### src/hw/rtl/nct_pkg.sv
// Shared types and constants for the nonce challenge table.
`default_nettype none

package nct_pkg;

  // Fixed field widths
  localparam int NONCE_W = 64;
  localparam int TIME_W  = 48;
  localparam int TTL_W   = 47;
  localparam int SLOT_W  = 2;
  localparam int STAT_W  = 3;

  // Configuration port
  localparam int CFG_DATA_W = 64;
  localparam int CFG_ADDR_W = 4;
  localparam logic CFG_REG_TTL = 1'b0;   // register select bit paddr[3]

  localparam logic [TTL_W-1:0] TTL_RESET = TTL_W'(60000000);

  // Opcodes
  localparam logic OP_ISSUE  = 1'b0;
  localparam logic OP_VERIFY = 1'b1;

  // Status codes
  localparam logic [STAT_W-1:0] ST_OK        = 3'd0;
  localparam logic [STAT_W-1:0] ST_MALFORMED = 3'd1;
  localparam logic [STAT_W-1:0] ST_UNKNOWN   = 3'd2;
  localparam logic [STAT_W-1:0] ST_EXPIRED   = 3'd3;
  localparam logic [STAT_W-1:0] ST_TOO_LONG  = 3'd4;
  localparam logic [STAT_W-1:0] ST_SIG_BAD   = 3'd5;

  typedef struct packed {
    logic               opcode;
    logic [NONCE_W-1:0] nonce_value;
    logic [TIME_W-1:0]  now_time;
    logic               headers_ok;
    logic               request_too_long;
    logic               signature_ok;
  } item_in_t;

  typedef struct packed {
    logic [STAT_W-1:0] status;
    logic [SLOT_W-1:0] slot_index;
  } item_out_t;

  // Lookup outcome from the slot table
  typedef struct packed {
    logic              found;
    logic              expired;
    logic [SLOT_W-1:0] hit_slot;
    logic [SLOT_W-1:0] issue_slot;
  } lookup_t;

endpackage

`default_nettype wire

### src/hw/rtl/nct_cfg_regs.sv
// APB-style configuration register block holding the challenge lifetime.
`default_nettype none

module nct_cfg_regs (
  input  wire logic                            clk,
  input  wire logic                            rst_n,
  input  wire logic                            psel,
  input  wire logic                            penable,
  input  wire logic                            pwrite,
  input  wire logic [nct_pkg::CFG_ADDR_W-1:0]  paddr,
  input  wire logic [nct_pkg::CFG_DATA_W-1:0]  pwdata,
  output logic      [nct_pkg::CFG_DATA_W-1:0]  prdata,
  output logic                                 pready,
  output logic      [nct_pkg::TTL_W-1:0]       ttl_time
);

  logic [nct_pkg::TTL_W-1:0] ttl_r;
  logic [nct_pkg::TTL_W-1:0] ttl_nxt;
  logic                      wr_en;
  logic                      sel_ttl;

  assign pready  = 1'b1;
  assign sel_ttl = (paddr[3] == nct_pkg::CFG_REG_TTL);
  assign wr_en   = psel && penable && pwrite && sel_ttl;

  // Lifetime register write
  always_comb begin
    ttl_nxt = ttl_r;
    if (wr_en) begin
      ttl_nxt = pwdata[nct_pkg::TTL_W-1:0];
    end
  end

  always_ff @(posedge clk) begin
    if (!rst_n) begin
      ttl_r <= nct_pkg::TTL_RESET;
    end else begin
      ttl_r <= ttl_nxt;
    end
  end

  // Read-back
  always_comb begin
    prdata = '0;
    if (sel_ttl) begin
      prdata = nct_pkg::CFG_DATA_W'(ttl_r);
    end
  end

  assign ttl_time = ttl_r;

endmodule

`default_nettype wire

### src/hw/rtl/nct_slot_table.sv
// Ring of challenge slots: parallel nonce match, age check and slot update.
`default_nettype none

module nct_slot_table #(
  parameter int SLOT_COUNT = 4
) (
  input  wire logic                      clk,
  input  wire logic                      rst_n,
  input  wire nct_pkg::item_in_t         item,
  input  wire logic                      fire,
  input  wire logic [nct_pkg::TTL_W-1:0] ttl_time,
  output nct_pkg::lookup_t               lookup
);

  localparam int IDX_W = (SLOT_COUNT > 1) ? $clog2(SLOT_COUNT) : 1;
  localparam logic [IDX_W-1:0] LAST_IDX = IDX_W'(SLOT_COUNT - 1);

  logic [SLOT_COUNT-1:0]      valid_r;
  logic [nct_pkg::NONCE_W-1:0] nonce_r [SLOT_COUNT];
  logic [nct_pkg::TIME_W-1:0]  time_r  [SLOT_COUNT];
  logic [IDX_W-1:0]           next_r;
  logic [IDX_W-1:0]           next_nxt;

  logic [SLOT_COUNT-1:0]      match;
  logic [IDX_W-1:0]           hit_idx;
  logic                       found;
  logic [nct_pkg::TIME_W-1:0] age;
  logic                       expired;
  logic                       do_issue;
  logic                       do_consume;

  // Parallel compare against every valid slot
  always_comb begin
    for (int i = 0; i < SLOT_COUNT; i++) begin
      match[i] = valid_r[i] && (nonce_r[i] == item.nonce_value);
    end
  end

  // Lowest-numbered match wins
  always_comb begin
    hit_idx = '0;
    for (int i = SLOT_COUNT - 1; i >= 0; i--) begin
      if (match[i]) begin
        hit_idx = IDX_W'(i);
      end
    end
  end

  assign found   = |match;
  // Age wraps modulo the time width
  assign age     = item.now_time - time_r[hit_idx];
  assign expired = age > {1'b0, ttl_time};

  assign do_issue   = fire && (item.opcode == nct_pkg::OP_ISSUE);
  assign do_consume = fire && (item.opcode == nct_pkg::OP_VERIFY) && item.headers_ok &&
                      found && (expired || (!item.request_too_long && item.signature_ok));

  // Round-robin write pointer
  always_comb begin
    next_nxt = next_r;
    if (do_issue) begin
      next_nxt = (next_r == LAST_IDX) ? '0 : next_r + 1'b1;
    end
  end

  always_ff @(posedge clk) begin
    if (!rst_n) begin
      valid_r <= '0;
      next_r  <= '0;
    end else begin
      next_r <= next_nxt;
      if (do_issue) begin
        valid_r[next_r] <= 1'b1;
      end else if (do_consume) begin
        valid_r[hit_idx] <= 1'b0;
      end
    end
  end

  // Slot payload, no reset
  always_ff @(posedge clk) begin
    if (do_issue) begin
      nonce_r[next_r] <= item.nonce_value;
      time_r[next_r]  <= item.now_time;
    end
  end

  assign lookup.found      = found;
  assign lookup.expired    = expired;
  assign lookup.hit_slot   = nct_pkg::SLOT_W'(hit_idx);
  assign lookup.issue_slot = nct_pkg::SLOT_W'(next_r);

`ifndef NO_ASSERTIONS
  a_ptr_range: assert property (@(posedge clk) disable iff (!rst_n)
    next_r <= LAST_IDX)
    else $error("write pointer beyond slot count");

  a_issue_sets: assert property (@(posedge clk) disable iff (!rst_n)
    do_issue |=> valid_r[$past(next_r)])
    else $error("issued slot not marked valid");

  a_hit_valid: assert property (@(posedge clk) disable iff (!rst_n)
    found |-> valid_r[hit_idx])
    else $error("match reported on an invalid slot");

  a_consume_clears: assert property (@(posedge clk) disable iff (!rst_n)
    do_consume |=> !valid_r[$past(hit_idx)])
    else $error("consumed slot still valid");
`endif

endmodule

`default_nettype wire

### src/hw/rtl/nonce_challenge_table_unit.sv
// Top level of the nonce challenge table: input stage, decision and result register.
//
//  channel | direction | handshake          | payload
//  --------+-----------+--------------------+---------------------
//  in_     | in        | in_valid/in_stall   | item_in_t in_data
//  out_    | out       | out_valid/out_stall | item_out_t out_data
//  cfg_    | in        | psel/penable/pready | ttl_time at byte 0
//
// One item per cycle while the result side is not stalled; each item is held in the input
// register while the slot table is searched, and its verdict is then written into the
// result register, which raises out_valid.
// Synchronous reset clears all valid flags, the slot marks and the write pointer.
// A stalled result holds the input register; a new item is still taken while
// the input register is empty.
`default_nettype none

module nonce_challenge_table_unit #(
  parameter int SLOT_COUNT = 4
) (
  input  wire logic                                clk,
  input  wire logic                                rst_n,
  // input channel
  input  wire logic                                in_valid,
  output logic                                     in_stall,
  input  wire nct_pkg::item_in_t                   in_data,
  // result channel
  output logic                                     out_valid,
  input  wire logic                                out_stall,
  output nct_pkg::item_out_t                       out_data,
  // configuration port
  input  wire logic                                psel,
  input  wire logic                                penable,
  input  wire logic                                pwrite,
  input  wire logic [nct_pkg::CFG_ADDR_W-1:0]      paddr,
  input  wire logic [nct_pkg::CFG_DATA_W-1:0]      pwdata,
  output logic      [nct_pkg::CFG_DATA_W-1:0]      prdata,
  output logic                                     pready
);

  logic                      s1_valid_r;
  logic                      s1_valid_nxt;
  nct_pkg::item_in_t         s1_item_r;
  logic                      out_valid_r;
  logic                      out_valid_nxt;
  nct_pkg::item_out_t        out_data_r;
  nct_pkg::item_out_t        res;
  nct_pkg::lookup_t          lookup;
  logic [nct_pkg::TTL_W-1:0] ttl_time;
  logic                      advance;
  logic                      in_take;

  nct_cfg_regs u_cfg (
    .clk      (clk),
    .rst_n    (rst_n),
    .psel     (psel),
    .penable  (penable),
    .pwrite   (pwrite),
    .paddr    (paddr),
    .pwdata   (pwdata),
    .prdata   (prdata),
    .pready   (pready),
    .ttl_time (ttl_time)
  );

  nct_slot_table #(
    .SLOT_COUNT (SLOT_COUNT)
  ) u_table (
    .clk      (clk),
    .rst_n    (rst_n),
    .item     (s1_item_r),
    .fire     (advance),
    .ttl_time (ttl_time),
    .lookup   (lookup)
  );

  // Handshake control
  assign advance  = s1_valid_r && (!out_valid_r || !out_stall);
  assign in_stall = s1_valid_r && !advance;
  assign in_take  = in_valid && !in_stall;

  // Result decision: issue slot, or verify checks in priority order
  always_comb begin
    res.status     = nct_pkg::ST_OK;
    res.slot_index = '0;
    if (s1_item_r.opcode == nct_pkg::OP_ISSUE) begin
      res.slot_index = lookup.issue_slot;
    end else if (!s1_item_r.headers_ok) begin
      res.status = nct_pkg::ST_MALFORMED;
    end else if (!lookup.found) begin
      res.status = nct_pkg::ST_UNKNOWN;
    end else begin
      res.slot_index = lookup.hit_slot;
      if (lookup.expired) begin
        res.status = nct_pkg::ST_EXPIRED;
      end else if (s1_item_r.request_too_long) begin
        res.status = nct_pkg::ST_TOO_LONG;
      end else if (!s1_item_r.signature_ok) begin
        res.status = nct_pkg::ST_SIG_BAD;
      end
    end
  end

  // Stage valid flags
  always_comb begin
    s1_valid_nxt = s1_valid_r;
    if (in_take) begin
      s1_valid_nxt = 1'b1;
    end else if (advance) begin
      s1_valid_nxt = 1'b0;
    end
    out_valid_nxt = out_valid_r;
    if (advance) begin
      out_valid_nxt = 1'b1;
    end else if (!out_stall) begin
      out_valid_nxt = 1'b0;
    end
  end

  always_ff @(posedge clk) begin
    if (!rst_n) begin
      s1_valid_r  <= 1'b0;
      out_valid_r <= 1'b0;
    end else begin
      s1_valid_r  <= s1_valid_nxt;
      out_valid_r <= out_valid_nxt;
    end
  end

  // Payload registers
  always_ff @(posedge clk) begin
    if (in_take) begin
      s1_item_r <= in_data;
    end
    if (advance) begin
      out_data_r <= res;
    end
  end

  assign out_valid = out_valid_r;
  assign out_data  = out_data_r;

`ifndef NO_ASSERTIONS
  a_stall_needs_item: assert property (@(posedge clk) disable iff (!rst_n)
    in_stall |-> s1_valid_r && out_valid_r)
    else $error("input stalled with no item held");

  a_status_range: assert property (@(posedge clk) disable iff (!rst_n)
    out_valid_r |-> out_data_r.status <= nct_pkg::ST_SIG_BAD)
    else $error("result status out of range");

  a_issue_ok: assert property (@(posedge clk) disable iff (!rst_n)
    advance && s1_item_r.opcode == nct_pkg::OP_ISSUE |=> out_data_r.status == nct_pkg::ST_OK)
    else $error("issue returned a failure status");
`endif

endmodule

`default_nettype wire

### config.mk
export PLATFORM = sky130hd
export DESIGN_NAME = nonce_challenge_table_unit
export DESIGN_NICKNAME = d
export VERILOG_FILES = /design/src/hw/rtl/nct_pkg.sv /design/src/hw/rtl/nct_cfg_regs.sv /design/src/hw/rtl/nct_slot_table.sv /design/src/hw/rtl/nonce_challenge_table_unit.sv
export SDC_FILE = /design/constraint.sdc
export NUM_CORES = 1
export LEC_CHECK = 0
export BUFFER_PORTS_ARGS = -buffer_cell sky130_fd_sc_hd__buf_2
export CAP_MARGIN = 20
export CORE_MARGIN = 5
export CORE_UTILIZATION = 52
export DETAILED_ROUTE_END_ITERATION = 10
export PLACE_DENSITY_LB_ADDON = 0.15
export SLEW_MARGIN = 10
export SYNTH_ARGS = -nofsm -noshare
export SYNTH_HDL_FRONTEND = slang
export SYNTH_SLANG_ARGS = --single-unit
### constraint.sdc
create_clock -name clk -period 7.3 [get_ports clk]
set_input_delay 0.73 -clock clk [delete_from_list [all_inputs] [get_ports clk]]
set_output_delay 0.73 -clock clk [all_outputs]
set_load 0.01 [all_outputs]
==> results of run 1 <==
timing repair:
| item | CTS | global route |
|---|---|---|
| pin swaps | 24 | 20 |
| cloned | 2 | 0 |
| gates resized for setup | 38 | 27 |
| setup endpoints to repair | 7 | 7 |
| setup buffers | 26 | 16 |
through the flow:
stage | instance area, µm² | setup WS [ns]
2_1_floorplan | 29000 | 0.00324
3_3_place_gp | 34200 | -1.29
3_5_place_dp | 34200 | -1.28
4_1_cts | 36900 | -0.780
5_1_grt | 37200 | -1.36
6_report | 37200 | -0.958
state kept, by name (all words and copies together) (netlist names):
signal and flops:
u_cfg.ttl_time 47, out_data 5, u_table.nonce_r 256, u_table.next_r 2
out_valid 1, u_table.valid_r 4, s1_item_r 116, u_table.time_r 192
s1_valid_r 1
power by group through the flow:
| stage | Clock (mW) | Combinational [mW] | Sequential, mW |
|---|---|---|---|
| 2_1_floorplan | 0 | 0.428 | 4.12 |
| 3_3_place_gp | 0 | 0.858 | 4.12 |
| 3_5_place_dp | 0 | 0.877 | 4.12 |
| 4_1_cts | 3.48 | 0.911 | 4.05 |
| 5_1_grt | 3.64 | 1.02 | 4.05 |
| 6_report | 3.42 | 0.942 | 4.05 |
final cells by class:
class                           count  area, µm²  area share [%]
Antenna cell                        4       10.0          0.0269
Clock buffer                       85       1870            5.04
Clock inverter                     39        377            1.01
Inverter                          110        413            1.11
Multi-Input combinational cell   1433      10300            27.7
Sequential cell                   624      18200            48.9
Tap cell                          748        936            2.52
Timing Repair Buffer              725       5080            13.7
kinds of logic (layout without fill, tap and decap cells):
family | Yosys count | count (layout) | share of synthesized area, %
compound gates | 353 | 353 | 8.70
xor+xnor | 214 | 214 | 6.59
fa+ha+maj | 99 | 99 | 4.31
buf+inv | 185 | 959 | 2.82
flops | 624 | 624 | 63.0
mux | 50 | 50 | 1.73
other cells | 2 | 22 | 0.0260
simple gates | 699 | 699 | 12.8
how the worst min path moves through the flow:
stage	to	cells past startpoint
final	s1_item_r[57]$_DFFE_PP_	1
after floorplan	u_cfg.ttl_time[19]$_SDFFE_PN0P_	2
after global routing	s1_item_r[97]$_DFFE_PP_	1
after global placement	u_cfg.ttl_time[1]$_SDFFE_PN0P_	2
after detailed placement	u_cfg.ttl_time[13]$_SDFFE_PN0P_	2
after CTS	s1_item_r[67]$_DFFE_PP_	1
metal layers:
layer / vias up / GRT usage, % / wire, µm
met5: - / 0 / 7
met4: 2 / 6.19 / 1830
met3: 132 / 7.57 / 7610
met2: 720 / 41.8 / 37600
met1: 10300 / 42.6 / 39900
li1: 9778 / - / -
placed cells by master, fill, tap and decap left out, types with 9 or more instances in the layout:
cell and instances:
edfxtp_1 569, buf_4 481, buf_2 224, nand2_1 201, xnor2_1 145, nand2b_1 122
inv_1 109, ha_1 97, nor2_1 88, nand4_1 82, clkbuf_16 71, a21oi_1 68
xor2_1 60, dfxtp_1 55, mux2i_1 50, o221ai_1 44, a21boi_0 40, nor4_1 36
nand3_1 35, o21ai_0 35, a21o_1 30, nor3_1 21, nor2b_1 20, o2111ai_1 19
conb_1 18, o211ai_1 15, o22ai_1 11, clkinv_1 11, clkinv_2 11, and3_1 10
buf_12 10, a21oi_2 9, clkbuf_1 9
==> metrics.md, run 1 <==
| Metric | Value |
|---|---|
| Hold Crit Class | input pin to register |
| Pins Over Slew Limit | 0 |
| # fillers | 4170 |
| DRT Wirelength | 86.9 mm |
| Synthesized flop and latch total | 624 |
| Cell Area, Synth | 0.0289 mm² |
| Gp weighted congestion | 0.964 |
| Top cells by area, synth | edfxtp_1 (59%), xnor2_1 (4.5%), ha_1 (4.2%) |
| Hold Slack | 0.277 ns |
| Yosys cell types | 84 |
| Worst Min Path Start | in_data[57] |
| Worst-skew pair later-pin latency | 0.62 ns |
| First-pass GRT wire length | 129 mm |
| DP HPWL | 62.9 mm |
| Pint | 6.41 mW |
| Worst setup margin | -0.958 ns |
| Flop-to-flop setup slack | -0.96 ns |
| Clock-pin slew on the worst setup and hold paths | 0.06 ns |
| Port bufs | 224 |
| Critical path's most frequent cell | buf_4 |
| Static Leak | 14.3 nW |
| Setup CP Type | register to register |
| Max-cap viol count | 0 |
| Critical Path End | u_table.valid_r[2]$_SDFFE_PN0P_ |
| Vias in the first global route | 21100 |
| Main synth FF type | edfxtp_1 |
| Drt wl/cell | 23.1 µm |
| # IOs | 263 |
| Hold_buf cts | 0 |
| Pre-antenna DRT Iters | 5 |
| Die area | 0.0604 mm² |
| # nets final | 3252 |
| Die height | 246 µm |
| Setup violators final | 7 |
| Dpl cells | 3597 |
| Most instantiated cells after synthesis | edfxtp_1 (569), nand2_1 (201), xnor2_1 (150) |
| Sum of buffers and inverters on the critical path | 6 |
| CTS tree | done |
| CTS H-tree lvls | 3 |
| Crit Reg-Reg Endpoint | u_table.valid_r[2]$_SDFFE_PN0P_ |
| Setup TNS | -6.00 ns |
| Avg Synthesized Cell Area | 13.0 µm² |
| Grt ovf | 0 |
| Crit. Startpoint | s1_item_r[63]$_DFFE_PP_ |
| Number of synthesized flops with an enable pin | 569 |
| Net Sw Power | 2.00 mW |
| Flop pwr share | 48.1% |
| Area Overhead vs Synth | 28.7% |
| Sequential fraction of the synthesis area | 63.0% |
| Critical path fanouts, max | 6 |
| Initial Util | 52.4% |
| Peak VDD IR | 0.000183 V |
| Crit-path max cell delay | 0.55 ns |
| Die width | 246 µm |
| Initial antenna violation count | 4 |
| Num CTS Buffers | 68 |
| Hold Fails Final Rpt | 0 |
| Clock Tree Buf Depth | 3 |
| GRT Util Overall | 28.3% |
| Synth area leader | edfxtp_1 |
| Slowest cell on crit path | or4_4 |
| Sw frac | 23.8% |
| Outcome | finished with violations |
| Layout cell share with drive strength beyond 1 | 30.3% |
| Worst slew margin | 26.8% |
| Yosys warning count | 0 |
| Most common cell in the netlist | edfxtp_1 |
| Failing checks | setup timing |
| Via Count | 20900 |
| Clk_skew | 0.0204 ns |
| Post-route ant nets | 0 |
| Synth async-reset ratio | 0% |
| Arr. time, crit path | 8.82 ns |
| R2r startpoint | s1_item_r[63]$_DFFE_PP_ |
| Site row count | 86 |
| Drt drc | 0 |
| Clock power frac | 40.7% |
| Final core utilization | 67.5% |
| Crit. End Element | register |
| RSZ-0062 raised after global routing | true |
| Root Buffer | clkbuf_16 |
| Worst Path Required | 7.86 ns |
| CP delay by family, top | compound AO/OA/AOI/OAI gates |
| Drt initial violations | 2016 |
| Top cell type's share of synthesized area | 59.2% |
| Worst-margin pin slew | 1.10 ns |
| Drt via density | 5.56 |
| Tcrit/Tclk final | 113% |
| Total Power | 8.41 mW |
| Post-Syn Instances | 2226 |
| R2r worst-path depth | 38 |
| Startpoint Class | register |
| Largest net degree at the start of global routing | 67 |
| Gate power share | 11.2% |
| Core ar. | 0.0551 mm² |
| Tmin final | 8.26 ns |
| Clock Sinks | 624 |
| PD cells | 226 mW/mm² |
| Fmax | 121 MHz |
| Critical Path Stages | 38 |
| Final cell count without fillers | 3768 |
Note: power is estimated with default switching activity, not from simulation.
==> run 2: changes to the inputs <==
--- a/config.mk
+++ b/config.mk
@@ -10,7 +10,7 @@
 export CORE_MARGIN = 5
 export CORE_UTILIZATION = 52
 export DETAILED_ROUTE_END_ITERATION = 10
-export PLACE_DENSITY_LB_ADDON = 0.15
+export PLACE_DENSITY = 0.74
 export SLEW_MARGIN = 10
 export SYNTH_ARGS = -nofsm -noshare
 export SYNTH_HDL_FRONTEND = slang
==> run 2 against run 1 <==
  * The flow still finishes with violations (setup timing)
  * Global-route usage grew 0.062 points
  * Worst setup slack gained 0.11 ns
  * Highest routed layer unchanged
  * Register-to-register slack gained 0.11 ns
  * Sequential cell count is the same
  * Clock skew grew 0.00096 ns
  * Utilization grew 0.35 points
  * Sequential power is essentially flat
==> metrics.md, run 2 (same netlist as run 1, synthesis figures left out) <==
| Metric | Value |
|---|---|
| Outcome | finished with violations (unchanged) |
| Failing checks | setup timing (unchanged) |
| Worst setup margin | -0.850 ns (was -0.958 ns) |
| Hold Crit Class | input pin to register (unchanged) |
| Die area | 0.0604 mm² (unchanged) |
| Most frequent cells in the layout | edfxtp_1 (569), buf_4 (503), buf_2 (224), nand2_1 (199), xnor2_1 (141) (was edfxtp_1 (569), buf_4 (481), buf_2 (224), nand2_1 (201), xnor2_1 (145)) |
| Worst-skew pair later-pin latency | 0.61 ns (was 0.62 ns) |
| Site row count | 86 (unchanged) |
| Layout cell share with drive strength beyond 1 | 31.7% (was 30.3%) |
| Drt drc | 0 (unchanged) |
| Post-route ant nets | 0 (unchanged) |
| Tmin final | 8.15 ns (was 8.26 ns) |
| Drt initial violations | 1478 (was 2016) |
| # nets final | 3269 (was 3252) |
| Pre-CTS WS | -1.19 ns (was -1.28 ns) |
| Critical path fanouts, max | 6 (unchanged) |
| Clock Sinks | 624 (unchanged) |
| CTS H-tree lvls | 3 (unchanged) |
| # diodes | 0 (was 4) |
| # IOs | 263 (unchanged) |
| DRT Wirelength | 88.0 mm (was 86.9 mm) |
| R2r startpoint | s1_item_r[81]$_DFFE_PP_ (was s1_item_r[63]$_DFFE_PP_) |
| Worst Min Path Start | in_data[20] (was in_data[57]) |
| Clk_skew | 0.0214 ns (was 0.0204 ns) |
| FF/Latch Area | 0.0182 mm² (unchanged) |
| Max FFs per register | 256 (unchanged) |
| Slowest cell on crit path | or4_4 (unchanged) |
| Sum of buffers and inverters on the critical path | 10 (was 6) |
| GRT Util Overall | 28.4% (was 28.3%) |
| Worst slew margin | 30.1% (was 26.8%) |
| Setup violators final | 7 (unchanged) |
| Port bufs | 224 (unchanged) |
| Worst-margin pin slew | 1.05 ns (was 1.10 ns) |
| Critical path's most frequent cell | buf_4 (unchanged) |
| Initial antenna violation count | 1 (was 4) |
| Crit Reg-Reg Endpoint | u_table.valid_r[1]$_SDFFE_PN0P_ (was u_table.valid_r[2]$_SDFFE_PN0P_) |
| Total Power | 8.26 mW (was 8.41 mW) |
| CTS tree | done (unchanged) |
| Pins Over Slew Limit | 0 (unchanged) |
| Clock Tree Buf Depth | 3 (unchanged) |
| Largest net degree at the start of global routing | 67 (unchanged) |
| Die width | 246 µm (unchanged) |
| RSZ-0062 raised after global routing | true (unchanged) |
| Fmax | 123 MHz (was 121 MHz) |
| Core ar. | 0.0551 mm² (unchanged) |
| Area Overhead vs Synth | 29.3% (was 28.7%) |
| Worst Path Required | 7.83 ns (was 7.86 ns) |
| Static Leak | 14.3 nW (about the same) |
| Setup CP Type | register to register (unchanged) |
| # fillers | 4102 (was 4170) |
| Clock-pin slew on the worst setup and hold paths | 0.06 ns (about the same) |
| Final cell count without fillers | 3777 (was 3768) |
| Crit. End Element | register (unchanged) |
| Grt ovf | 0 (unchanged) |
| Critical Path End | u_table.valid_r[1]$_SDFFE_PN0P_ (was u_table.valid_r[2]$_SDFFE_PN0P_) |
| Crit. Startpoint | s1_item_r[81]$_DFFE_PP_ (was s1_item_r[63]$_DFFE_PP_) |
| Registers with the most flip-flops | u_table.nonce_r (256), u_table.time_r (192), s1_item_r (116) (unchanged) |
| Critical Path Stages | 40 (was 38) |
| Pre-antenna DRT Iters | 6 (was 5) |
| R2r worst-path depth | 40 (was 38) |
| Drt via density | 5.60 (was 5.56) |
| Startpoint Class | register (unchanged) |
| Die height | 246 µm (unchanged) |
| Via Count | 21200 (was 20900) |
| Initial Util | 52.4% (unchanged) |
| First-pass GRT wire length | 130 mm (was 129 mm) |
| Final core utilization | 67.8% (was 67.5%) |
| Setup TNS | -4.78 ns (was -6.00 ns) |
| Gp weighted congestion | 0.959 (was 0.964) |
| Max-cap viol count | 0 (unchanged) |
| DP HPWL | 64.3 mm (was 62.9 mm) |
| Multi-input combinational cell area | 0.0106 mm² (was 0.0103 mm²) |
| Final Cell Area | 0.0374 mm² (was 0.0372 mm²) |
| CP delay by family, top | compound AO/OA/AOI/OAI gates (unchanged) |
| Num CTS Buffers | 67 (was 68) |
| Root Buffer | clkbuf_16 (unchanged) |
| Vias in the first global route | 21800 (was 21100) |
| Peak VDD IR | 0.000192 V (was 0.000183 V) |
| Drt wl/cell | 23.3 µm (was 23.1 µm) |
| Most common cell after layout, fill and taps aside | edfxtp_1 (unchanged) |
| Hold_buf cts | 0 (unchanged) |
| Tcrit/Tclk final | 112% (was 113%) |
| Hold Fails Final Rpt | 0 (unchanged) |
| Crit-path max cell delay | 0.53 ns (was 0.55 ns) |
| Reg with most FFs | u_table.nonce_r (unchanged) |
| Flop-to-flop setup slack | -0.85 ns (was -0.96 ns) |
| Placement Cell Area | 0.0342 mm² (about the same) |
| Hold Slack | 0.292 ns (was 0.277 ns) |
| PD cells | 221 mW/mm² (was 226 mW/mm²) |
| Dpl cells | 3597 (unchanged) |
| Arr. time, crit path | 8.68 ns (was 8.82 ns) |
==> run 2: cell types whose count changed in the layout (fill, tap and decap cells not counted), sizes merged <==
cell,delta
diode,-4
clkinv,-13
buf,+18
bufinv,-1
clkbuf,+10
clkinvlp,+1
inv,-2
==> run 2: timing repair <==
item                                    in CTS  in global routing
gates cloned                                 1                  0
resized for setup                           65                 57
endpoints found under the setup margin       7                  7
pin swaps                                   62                 52
buffers inserted                            31                 34
==> run 2: routing by layer <==
layer	up-vias	routed length (µm)	share of wire, %	GRT usage (%)
met4	2	3910	4.4	11.4
met3	165	4320	4.9	3.88
met5	-	13	0.015	0
met1	10500	34900	40	35.3
li1	9800	-	-	-
met2	727	44900	51	50.3
==> run 2: layout make-up <==
type / count / share of cell area, %
multi-input cells: 1433 / 28.3
repair buffers: 743 / 13.8
clock buffers: 95 / 4.90
well taps: 748 / 2.51
flip-flops and latches: 624 / 48.7
inverters: 110 / 1.12
clock inverters: 24 / 0.673
==> run 2: power breakdown <==
part	internal, mW	switching, mW	total, mW
registers	3.98	0.0631	4.05
clock network	1.87	1.40	3.26
logic	0.450	0.503	0.953
total	6.30	1.96	8.26
==> run 2: worst min-delay path by stage <==
stage	endpoint	slack [ns]	depth (start not counted)
2_1_floorplan	u_cfg.ttl_time[19]$_SDFFE_PN0P_	0.44	2
3_3_place_gp	u_cfg.ttl_time[30]$_SDFFE_PN0P_	0.45	2
3_5_place_dp	u_cfg.ttl_time[30]$_SDFFE_PN0P_	0.46	2
4_1_cts	s1_item_r[20]$_DFFE_PP_	0.26	1
5_1_grt	s1_item_r[20]$_DFFE_PP_	0.27	1
6_report	s1_item_r[20]$_DFFE_PP_	0.29	1
